==> src/design/iee_pkg.sv <==
// iee_pkg: shared types, character codes and helpers for the infix expression evaluator
// no dependencies; imported by every module of the block
`default_nettype none

package iee_pkg;

  localparam int unsigned DATA_W = 32;
  localparam int unsigned CHAR_W = 8;
  localparam int unsigned DIV_CNT_W = $clog2(DATA_W);

  localparam logic [CHAR_W-1:0] CH_PLUS  = 8'h2B;
  localparam logic [CHAR_W-1:0] CH_MINUS = 8'h2D;
  localparam logic [CHAR_W-1:0] CH_MUL   = 8'h2A;
  localparam logic [CHAR_W-1:0] CH_DIV   = 8'h2F;
  localparam logic [CHAR_W-1:0] CH_SPACE = 8'h20;
  localparam logic [CHAR_W-1:0] CH_ZERO  = 8'h30;
  localparam logic [CHAR_W-1:0] CH_NINE  = 8'h39;

  typedef enum logic [2:0] {
    OP_PLUS  = 3'd0,
    OP_MINUS = 3'd1,
    OP_MUL   = 3'd2,
    OP_DIV   = 3'd3,
    OP_NONE  = 3'd4
  } op_e;

  typedef enum logic [2:0] {
    ST_IDLE,
    ST_APPLY,
    ST_DIV,
    ST_DIV_END,
    ST_EMIT
  } state_e;

  typedef struct packed {
    logic [CHAR_W-1:0] character;
    logic              final_char;
  } in_item_t;

  typedef struct packed {
    logic signed [DATA_W-1:0] value;
    logic                     div_zero;
  } out_item_t;

  typedef struct packed {
    logic accept;
    logic apply;
    logic div_start;
    logic div_step;
    logic div_end;
    logic emit;
  } ctrl_cmd_t;

  typedef struct packed {
    logic need_apply;
    logic last;
    logic div_busy;
    logic div_last;
  } dp_status_t;

  function automatic op_e op_code(input logic [CHAR_W-1:0] c);
    op_e op;
    unique case (c)
      CH_PLUS:  op = OP_PLUS;
      CH_MINUS: op = OP_MINUS;
      CH_MUL:   op = OP_MUL;
      CH_DIV:   op = OP_DIV;
      default:  op = OP_NONE;
    endcase
    return op;
  endfunction

  function automatic logic is_digit(input logic [CHAR_W-1:0] c);
    return (c >= CH_ZERO) && (c <= CH_NINE);
  endfunction

endpackage

`default_nettype wire

==> src/design/iee_ctrl.sv <==
// iee_ctrl: sequencer for the evaluator, issues commands to the datapath
// depends on iee_pkg for state, command and status types
`default_nettype none

module iee_ctrl import iee_pkg::*; (
  input  wire logic       clk_i,
  input  wire logic       rst_ni,
  input  wire logic       in_valid_i,
  output logic            in_ready_o,
  output logic            out_valid_o,
  input  wire logic       out_ready_i,
  input  wire dp_status_t status_i,
  output ctrl_cmd_t       cmd_o
);

  state_e state_q, state_d;
  logic   out_valid_q, out_valid_d;
  logic   slot_free;

  assign slot_free = !out_valid_q || out_ready_i;

  always_comb begin
    state_d = state_q;
    unique case (state_q)
      ST_IDLE: begin
        if (in_valid_i && status_i.need_apply) state_d = ST_APPLY;
      end
      ST_APPLY: begin
        if (status_i.div_busy) state_d = ST_DIV;
        else if (status_i.last) state_d = ST_EMIT;
        else state_d = ST_IDLE;
      end
      ST_DIV: begin
        if (status_i.div_last) state_d = ST_DIV_END;
      end
      ST_DIV_END: begin
        state_d = status_i.last ? ST_EMIT : ST_IDLE;
      end
      ST_EMIT: begin
        if (slot_free) state_d = ST_IDLE;
      end
      default: state_d = ST_IDLE;
    endcase
  end

  always_comb begin
    cmd_o       = '0;
    in_ready_o  = 1'b0;
    unique case (state_q)
      ST_IDLE: begin
        in_ready_o   = 1'b1;
        cmd_o.accept = in_valid_i;
      end
      ST_APPLY: begin
        cmd_o.div_start = status_i.div_busy;
        cmd_o.apply     = !status_i.div_busy;
      end
      ST_DIV:     cmd_o.div_step = 1'b1;
      ST_DIV_END: cmd_o.div_end  = 1'b1;
      ST_EMIT:    cmd_o.emit     = slot_free;
      default: ;
    endcase
  end

  always_comb begin
    out_valid_d = out_valid_q;
    if (out_valid_q && out_ready_i) out_valid_d = 1'b0;
    if (cmd_o.emit) out_valid_d = 1'b1;
  end

  assign out_valid_o = out_valid_q;

  always_ff @(posedge clk_i or negedge rst_ni) begin
    if (!rst_ni) begin
      state_q     <= ST_IDLE;
      out_valid_q <= 1'b0;
    end else begin
      state_q     <= state_d;
      out_valid_q <= out_valid_d;
    end
  end

endmodule

`default_nettype wire

==> src/design/iee_dpath.sv <==
// iee_dpath: expression state, number accumulator, multiplier and bit-serial divider
// depends on iee_pkg for types, character codes and op decoding
`default_nettype none

module iee_dpath import iee_pkg::*; (
  input  wire logic      clk_i,
  input  wire logic      rst_ni,
  input  wire in_item_t  in_item_i,
  input  wire ctrl_cmd_t cmd_i,
  output dp_status_t     status_o,
  output out_item_t      out_item_o
);

  logic [DATA_W-1:0]    sum_q, sum_d;
  logic [DATA_W-1:0]    term_q, term_d;
  logic [DATA_W-1:0]    num_q, num_d;
  op_e                  pend_op_q, pend_op_d;
  op_e                  next_op_q;
  logic                 err_q, err_d;
  logic                 last_q;

  logic [DATA_W-1:0]    rem_q, quo_q, dvsr_q;
  logic                 neg_q;
  logic [DIV_CNT_W-1:0] cnt_q;
  out_item_t            out_q;

  logic                 digit;
  logic [DATA_W-1:0]    digit_val;
  logic [DATA_W-1:0]    rem_shift;
  logic [DATA_W:0]      rem_diff;
  logic [DATA_W-1:0]    term_abs, num_abs;
  logic [DATA_W-1:0]    product;

  assign digit     = is_digit(in_item_i.character);
  assign digit_val = {{(DATA_W-CHAR_W){1'b0}}, in_item_i.character - CH_ZERO};
  assign product   = term_q * num_q;
  assign term_abs  = term_q[DATA_W-1] ? (~term_q + 1'b1) : term_q;
  assign num_abs   = num_q[DATA_W-1] ? (~num_q + 1'b1) : num_q;
  assign rem_shift = {rem_q[DATA_W-2:0], quo_q[DATA_W-1]};
  assign rem_diff  = {1'b0, rem_shift} - {1'b0, dvsr_q};

  always_comb begin
    sum_d     = sum_q;
    term_d    = term_q;
    num_d     = num_q;
    pend_op_d = pend_op_q;
    err_d     = err_q;
    if (cmd_i.accept && digit) begin
      num_d = {num_q[DATA_W-4:0], 3'b000} + {num_q[DATA_W-2:0], 1'b0} + digit_val;
    end
    if (cmd_i.apply) begin
      case (pend_op_q)
        OP_PLUS: begin
          sum_d  = sum_q + term_q;
          term_d = num_q;
        end
        OP_MINUS: begin
          sum_d  = sum_q + term_q;
          term_d = ~num_q + 1'b1;
        end
        OP_MUL: term_d = product;
        OP_DIV: begin
          term_d = '0;
          err_d  = 1'b1;
        end
        default: ;
      endcase
      num_d     = '0;
      pend_op_d = next_op_q;
    end
    if (cmd_i.div_end) begin
      term_d    = neg_q ? (~quo_q + 1'b1) : quo_q;
      num_d     = '0;
      pend_op_d = next_op_q;
    end
    if (cmd_i.emit) begin
      sum_d     = '0;
      term_d    = '0;
      num_d     = '0;
      pend_op_d = OP_PLUS;
      err_d     = 1'b0;
    end
  end

  always_ff @(posedge clk_i or negedge rst_ni) begin
    if (!rst_ni) begin
      sum_q     <= '0;
      term_q    <= '0;
      num_q     <= '0;
      pend_op_q <= OP_PLUS;
      err_q     <= 1'b0;
      next_op_q <= OP_PLUS;
      last_q    <= 1'b0;
      cnt_q     <= '0;
    end else begin
      sum_q     <= sum_d;
      term_q    <= term_d;
      num_q     <= num_d;
      pend_op_q <= pend_op_d;
      err_q     <= err_d;
      if (cmd_i.accept) begin
        next_op_q <= op_code(in_item_i.character);
        last_q    <= in_item_i.final_char;
      end
      if (cmd_i.div_start) cnt_q <= '0;
      else if (cmd_i.div_step) cnt_q <= cnt_q + 1'b1;
    end
  end

  // restoring divider, one quotient bit per cycle
  always_ff @(posedge clk_i) begin
    if (cmd_i.div_start) begin
      rem_q  <= '0;
      quo_q  <= term_abs;
      dvsr_q <= num_abs;
      neg_q  <= term_q[DATA_W-1] ^ num_q[DATA_W-1];
    end else if (cmd_i.div_step) begin
      if (!rem_diff[DATA_W]) begin
        rem_q <= rem_diff[DATA_W-1:0];
        quo_q <= {quo_q[DATA_W-2:0], 1'b1};
      end else begin
        rem_q <= rem_shift;
        quo_q <= {quo_q[DATA_W-2:0], 1'b0};
      end
    end
    if (cmd_i.emit) begin
      out_q.value    <= sum_q + term_q;
      out_q.div_zero <= err_q;
    end
  end

  assign status_o.need_apply = ((in_item_i.character != CH_SPACE) && !digit)
                               || in_item_i.final_char;
  assign status_o.last       = last_q;
  assign status_o.div_busy   = (pend_op_q == OP_DIV) && (num_q != '0);
  assign status_o.div_last   = (cnt_q == DIV_CNT_W'(DATA_W-1));
  assign out_item_o          = out_q;

endmodule

`default_nettype wire

==> src/design/infix_expression_evaluator.sv <==
// Infix expression evaluator: takes one ASCII character per item and returns one result item
// on the character marked final. A digit or space that is not final is taken while the block
// stays ready. An operator, an unknown character or the final character applies the pending
// number in the apply state; for / with a nonzero divisor the divide and divide-end states of
// the restoring divider, one quotient bit per cycle, follow. The final character then loads
// the output register, which holds the result while the next expression is being read.
// depends on iee_pkg, iee_ctrl and iee_dpath
`default_nettype none

module infix_expression_evaluator import iee_pkg::*; (
  input  wire logic     clk_i,
  input  wire logic     rst_ni,
  input  wire logic     in_valid_i,
  output logic          in_ready_o,
  input  wire in_item_t in_item_i,
  output logic          out_valid_o,
  input  wire logic     out_ready_i,
  output out_item_t     out_item_o
);

  ctrl_cmd_t  cmd;
  dp_status_t status;

  iee_ctrl u_ctrl (
    .clk_i       (clk_i),
    .rst_ni      (rst_ni),
    .in_valid_i  (in_valid_i),
    .in_ready_o  (in_ready_o),
    .out_valid_o (out_valid_o),
    .out_ready_i (out_ready_i),
    .status_i    (status),
    .cmd_o       (cmd)
  );

  iee_dpath u_dpath (
    .clk_i      (clk_i),
    .rst_ni     (rst_ni),
    .in_item_i  (in_item_i),
    .cmd_i      (cmd),
    .status_o   (status),
    .out_item_o (out_item_o)
  );

endmodule

`default_nettype wire

==> config.mk <==
export PLATFORM = sky130hd
export DESIGN_NAME = infix_expression_evaluator
export DESIGN_NICKNAME = d
export VERILOG_FILES = /design/src/design/iee_pkg.sv /design/src/design/iee_ctrl.sv /design/src/design/iee_dpath.sv /design/src/design/infix_expression_evaluator.sv
export SDC_FILE = /design/constraint.sdc
export NUM_CORES = 2
export LEC_CHECK = 0
export ABC_AREA = 1
export BUFFER_PORTS_ARGS = -buffer_cell sky130_fd_sc_hd__buf_2
export CORE_MARGIN = 2
export CORE_UTILIZATION = 49
export CTS_CLUSTER_SIZE = 24
export DETAILED_ROUTE_END_ITERATION = 8
export SLEW_MARGIN = 10
export SYNTH_ARGS = -nofsm -noshare
export SYNTH_HDL_FRONTEND = slang
export SYNTH_SLANG_ARGS = --single-unit
==> constraint.sdc <==
create_clock -name clk_i -period 7.85 [get_ports clk_i]
set_input_delay 1.57 -clock clk_i [delete_from_list [all_inputs] [get_ports clk_i]]
set_output_delay 1.57 -clock clk_i [all_outputs]
set_load 0.005 [all_outputs]
# Word-level counts from Yosys, hierarchy flattened
# Cells that the tools add are included.
dict set report totals {
  out_inout_bits 35
  regBits 242
}
dict set report op_classes {
  add_sub_neg 9
  magnitude_cmp 2
  bitwise 4
  n_eq_ne 16
  n_reduce_logical 27
  mul 1
  muxes 41
}
# op count
set ops {}
lappend ops {{$mux 32} 14}
lappend ops {{$pmux 32 s4} 1}
lappend ops {{$add 32x1->32 const B} 3}
lappend ops {{$not 32->32} 3}
lappend ops {{$add 32x32->32} 2}
lappend ops {{$mux 31} 2}
lappend ops {{$sub 32x32->33} 1}
lappend ops {{$add 32x8->32} 1}
lappend ops {{$eq 8x6->1 const B} 4}
lappend ops {{$mul 32x32->32} 1}
lappend ops {{$reduce_bool 32->1} 1}
lappend ops {{$mux 3} 8}
lappend ops {{$pmux 3 s5} 1}
lappend ops {{$eq 3x2->1 const B} 4}
lappend ops {{$pmux 3 s4} 1}
lappend ops {{$mux 1} 11}
lappend ops {{$mux 5} 2}
lappend ops {{$reduce_bool 2->1} 5}
lappend ops {{$ge 8x6->1 const B} 1}
lappend ops {{$le 8x6->1 const B} 1}
lappend ops {{$ne 8x6->1 const B} 1}
lappend ops {{$sub 8x6->8 const B} 1}
lappend ops {{$eq 3x1->1 const B} 2}
lappend ops {{$logic_and 1x1->1} 6}
lappend ops {{16 further kinds} 23}

# Depth between registers and ports, before layout
dict set report depth {
  ltp_word 8
  mapped_depth 38
  mapped_depth_nobuf 36
}

# Cells and area by module
# From an unflattened synthesis, not the netlist that was laid out.
dict set report hier_totals {
  hier_cells 4657
  area_unflattened_um2 34590.7
}
# module seq_area_each_um2 area_each_um2 cells_per_inst instances
set modules_own_cells {}
lappend modules_own_cells {iee_dpath 6291.0 34346.7 4621 1}
lappend modules_own_cells {iee_ctrl 100.1 244.0 36 1}

# Worst setup path before layout
# Ideal clock, no wire load.
dict set report synth_timing {
  kind {reg2reg}
  startpoint {register u_dpath.num_q[5]}
  endpoint {register u_dpath.term_q[26]}
  n_path_buf 2
  setup_time_ps 116
  arrival_time_ps 6687
  period_less_slack_ps 6803
  path_stages_with_launch 30
  path_slack_ps 1047
  path_cell_list {dfrtp_1 > clkbuf_1 > buf_1 > nand2_1 > inv_1 > fa_1 > fa_1 > fa_1 > inv_1 > fa_1 > inv_1 > fa_1 > inv_1 > fa_1 > inv_1 > fa_1 > fa_1 > ha_1 > nand4_1 > nor3_1 > nand4_1 > nand3_1 > a21o_1 > nand3_1 > nand3_1 > a21oi_1 > o21ai_0 > nand3_1 > nand2_1 > nand2_1}
}
dict set report synth_via {
  elab_chain_len 6
  word_cells_on_any_way 13
  classes_between {add/sub (1); mul (1); mux (5); bitwise (1); reduce/logical (5)}
}
# element line
set synth_rtl {}
lappend synth_rtl {{from (decl)} iee_dpath.sv:16} ;# logic [DATA_W-1:0] num_q, num_d;
lappend synth_rtl {{from (signal assigned)} iee_dpath.sv:98} ;# num_q <= num_d;
lappend synth_rtl {{parallel branches: the longest is 6 deep, another holds $mul 32x32->32} n/a}
lappend synth_rtl {{to (signal assigned)} iee_dpath.sv:97} ;# term_q <= term_d;
lappend synth_rtl {{to (decl)} iee_dpath.sv:15} ;# logic [DATA_W-1:0] term_q, term_d;
# Several ways; the timed one is not identified. The select of a mux whose other input is x is not followed.
# A chain may end at the register's enable or synchronous reset.

# Final worst setup path
dict set report layout_timing {
  startpoint {register u_dpath.num_q[13]}
  endpoint {register u_dpath.term_q[26]}
}
# Same word-level chain as after synthesis.

==> insert_results.sql <==
INSERT INTO impl_metrics (metric_group, metric, value, unit) VALUES
('clock_tree', 'cts.sinks', '242', ''),
('power', 'peakVddDrop', '144.9', 'uV'),
('clock_tree', 'clk_pin_slew_worst_paths', '60', 'ps'),
('logic_synthesis', 'synth_sequential_area_ratio', '18.73', '%'),
('critical_path', 'worst-r2r-cell-count', '28', ''),
('floorplan', 'placement_rows', '96', ''),
('global_route', 'overflow', '0', ''),
('placed_design', 'placement.cell_area', '0.03579', 'sq mm'),
('floorplan', 'fp.coreArea', '0.06883', 'sq mm'),
('global_route', 'global_route_wire_length_before_repair', '176300', 'um'),
('flow_run', 'maxCapViolCount', '0', ''),
('logic_synthesis', 'mappedNetlistNets', '5203', ''),
('placed_design', 'finalWeightedCongestion', '1.006', ''),
('critical_path', 'worstSetupStartpointType', 'register', ''),
('worst_hold_path', 'hp-start', 'u_dpath.err_q', ''),
('timing', 'period_needed', '7647', 'ps'),
('floorplan', 'die_footprint', '0.07178', 'sq mm'),
('logic_synthesis', 'synthFlopType', 'dfrtp_1', ''),
('logic_synthesis', 'synth-edff-count', '98', ''),
('timing', 'final-setup-viol-count', '0', ''),
('power', 'combPwrFrac', '37.3', '%'),
('critical_path', 'setup.worst_path.end_class', 'register', ''),
('cells_and_area', 'area.sequential', '0.006405', 'sq mm'),
('cells_and_area', 'finalInstanceArea', '0.03695', 'sq mm'),
('power', 'finalPower', '5.247', 'mW'),
('worst_hold_path', 'hold_path_class', 'reg2reg', ''),
('critical_path', 'ff2ff_setup_slack', '200', 'ps'),
('timing', 'timing.final.max_slew_violations', '0', ''),
('cells_and_area', 'commonest_non_fill_non_tap_cell_in_the_layout', 'nand2_1', ''),
('cells_and_area', 'layout_common_cells', 'nand2_1 (1109), inv_1 (1021), fa_1 (416)', ''),
('clock_tree', 'root_buffer_master', 'clkbuf_16', ''),
('global_route', 'globalRouteTotalUtil', '32.64', '%'),
('critical_path', 'setup.worst_path.class', 'reg2reg', ''),
('cells_and_area', 'multi_input_comb_area', '0.02305', 'sq mm'),
('timing', 'rsz0062_at_grt', 'false', ''),
('logic_synthesis', 'ys_async_sr_fraction', '46.69', '%'),
('power', 'power.share.sequential', '31.9', '%'),
('cells_and_area', 'finish.net_count', '5223', ''),
('power', 'leakage', '20.89', 'nW'),
('placed_design', 'dp_hpwl', '90690', 'um'),
('cells_and_area', 'fillers', '6710', ''),
('worst_hold_path', 'hold_path_end', 'u_dpath.out_item_o[0]', ''),
('clock_tree', 'clk-insertion-delay-late', '570', 'ps'),
('critical_path', 'worstPathMaxFanout', '15', ''),
('power', 'sw_frac_of_total', '41.96', '%'),
('timing', 'fin_skew', '33.27', 'ps'),
('power', 'power_switching', '2.201', 'mW'),
('drt', 'vias', '29690', ''),
('drt', 'route.detailed.wl_per_inst', '20.73', 'um'),
('timing', 'worst_slack', '202.7', 'ps'),
('power', 'power_frac_clock', '30.8', '%'),
('drt', 'drtPass1Iterations', '6', ''),
('worst_hold_path', 'worst_hold_path.num_cells', '0', ''),
('floorplan', 'die_height', '267.9', 'um'),
('clock_tree', 'postCtsSetupBuffers', '0', ''),
('drt', 'detailedRoute.firstIterationViolations', '2687', ''),
('status', 'status', 'complete, no violations', ''),
('critical_path', 'r2r_start', 'u_dpath.num_q[13]', ''),
('logic_synthesis', 'synth_area', '0.03413', 'sq mm'),
('clock_tree', 'cts_made_buffers', '34', ''),
('critical_path', 'r2r-end', 'u_dpath.term_q[26]', ''),
('timing', 'maxSlewHeadroom', '21.74', '%'),
('critical_path', 'worst-endpoint-required', '8310', 'ps'),
('drt', 'routed_wirelength', '114100', 'um'),
('global_route', 'first_global_vias', '29230', ''),
('clock_tree', 'cts_tree', 'done', ''),
('clock_tree', 'cts_buffer_depth', '3', ''),
('drt', 'drtAntennaViolNets', '0', ''),
('floorplan', 'io_pins', '48', ''),
('critical_path', 'crit_path_max_incr_delay', '1070', 'ps'),
('clock_tree', 'ctsHoldBuffers', '0', '');
[power groups by stage]
stage	Clock (mW)	Sequential (mW)	Combinational, mW
floorplan	0	1.58	1.31
global placement	0	1.69	1.91
detailed placement	0	1.68	1.92
CTS	1.65	1.66	1.93
global route	1.68	1.69	2.13
finish	1.62	1.67	1.96
[cell usage after synthesis (9+ instances only)]
cell          n  area [sq um]
xnor2_1      46         402.9
o22ai_1      31         193.9
nand4_1      36         225.2
edfxtp_1     98          2943
inv_2        15         56.30
dfxtp_1      31         620.6
xor2_1      100         875.8
o21bai_1     12         90.09
ha_1        247          3090
o21ai_0     257          1286
buf_2        29         145.1
dfrtp_1     113          2828
a21oi_1     231          1156
nor3_1       32         160.2
nor2_2        9         56.30
or2_2         9         56.30
nand2_1    1109          4163
o211ai_1     20         150.1
inv_1      1022          3836
o21ai_1      29         145.1
nand3_1     122         610.6
nor3_2       11         110.1
nand3b_1     11         82.58
clkbuf_1    107         401.6
nor2_1      187         701.9
a22o_1       21         183.9
nor4_1       19         118.9
buf_1        49         183.9
o2111ai_1    11         96.34
fa_1        416          8328
[critical path, delay by kind of cell, from the launching register on]
kind	cells	cell delay [ps]
DFF	1	1070
and+or+nand+nor	10	1550
AOI/OAI and AO/OA	3	450
buffers and inverters	6	600
adders and majority gates	9	3870
[layer usage]
metal / up-vias / global-route usage, % / wire (um)
li1: 13980 / - / -
met1: 14370 / 45.56 / 49660
met2: 1126 / 50.34 / 50140
met3: 210 / 5.874 / 9143
met4: 0 / 13.09 / 5147
met5: - / 0 / 0
[worst max path at each step]
stage	start	endpoint	slack, ps	cells after the start
4_1_cts	u_dpath.num_q[5]	u_dpath.term_q[26]	90	27
2_1_floorplan	u_dpath.num_q[5]	u_dpath.term_q[26]	1050	29
3_5_place_dp	u_dpath.num_q[5]	u_dpath.term_q[26]	70	27
5_1_grt	u_dpath.num_q[3]	u_dpath.term_q[26]	9	28
6_report	u_dpath.num_q[13]	u_dpath.term_q[26]	200	28
3_3_place_gp	u_dpath.num_q[5]	u_dpath.term_q[26]	50	27
[area by class of cell]
class	count	area share, %
Antenna cell	2	0.01354
Clock buffer	43	2.502
Clock inverter	18	0.5858
Inverter	1037	10.53
Multi-Input combinational cell	3055	62.38
Sequential cell	242	17.33
Tap cell	931	3.152
Timing Repair Buffer	177	3.498
[registers in the layout (all words and copies together) (netlist names), 5 cells and up]
register / cells
u_dpath.cnt_q: 5
u_dpath.dvsr_q: 32
u_dpath.num_q: 32
u_dpath.out_item_o: 33
u_dpath.quo_q: 32
u_dpath.rem_q: 31
u_dpath.sum_q: 32
u_dpath.term_q: 32
[cells by family after synthesis]
| family | count (synthesis) | synth area share, % |
|---|---|---|
| AND/OR/NAND/NOR | 1568 | 18.99 |
| buffers and inverters | 1230 | 13.80 |
| AO/OA/AOI/OAI | 678 | 11.28 |
| adder cells (fa/ha/maj) | 663 | 33.46 |
| flip-flops | 242 | 18.73 |
| XOR/XNOR | 146 | 3.747 |
[through the flow]
step / hold WS (ps) / utilization, % / instances
5_1_grt: 469.8 / 53.69 / 5504
6_report: 463.2 / 53.69 / 5505
2_1_floorplan: 424.9 / - / 4527
3_3_place_gp: 439.4 / 52.01 / 5442
3_5_place_dp: 438.4 / 52.01 / 5442
4_1_cts: 462.2 / 53.66 / 5503
Note: power is estimated with default switching activity, not from simulation.
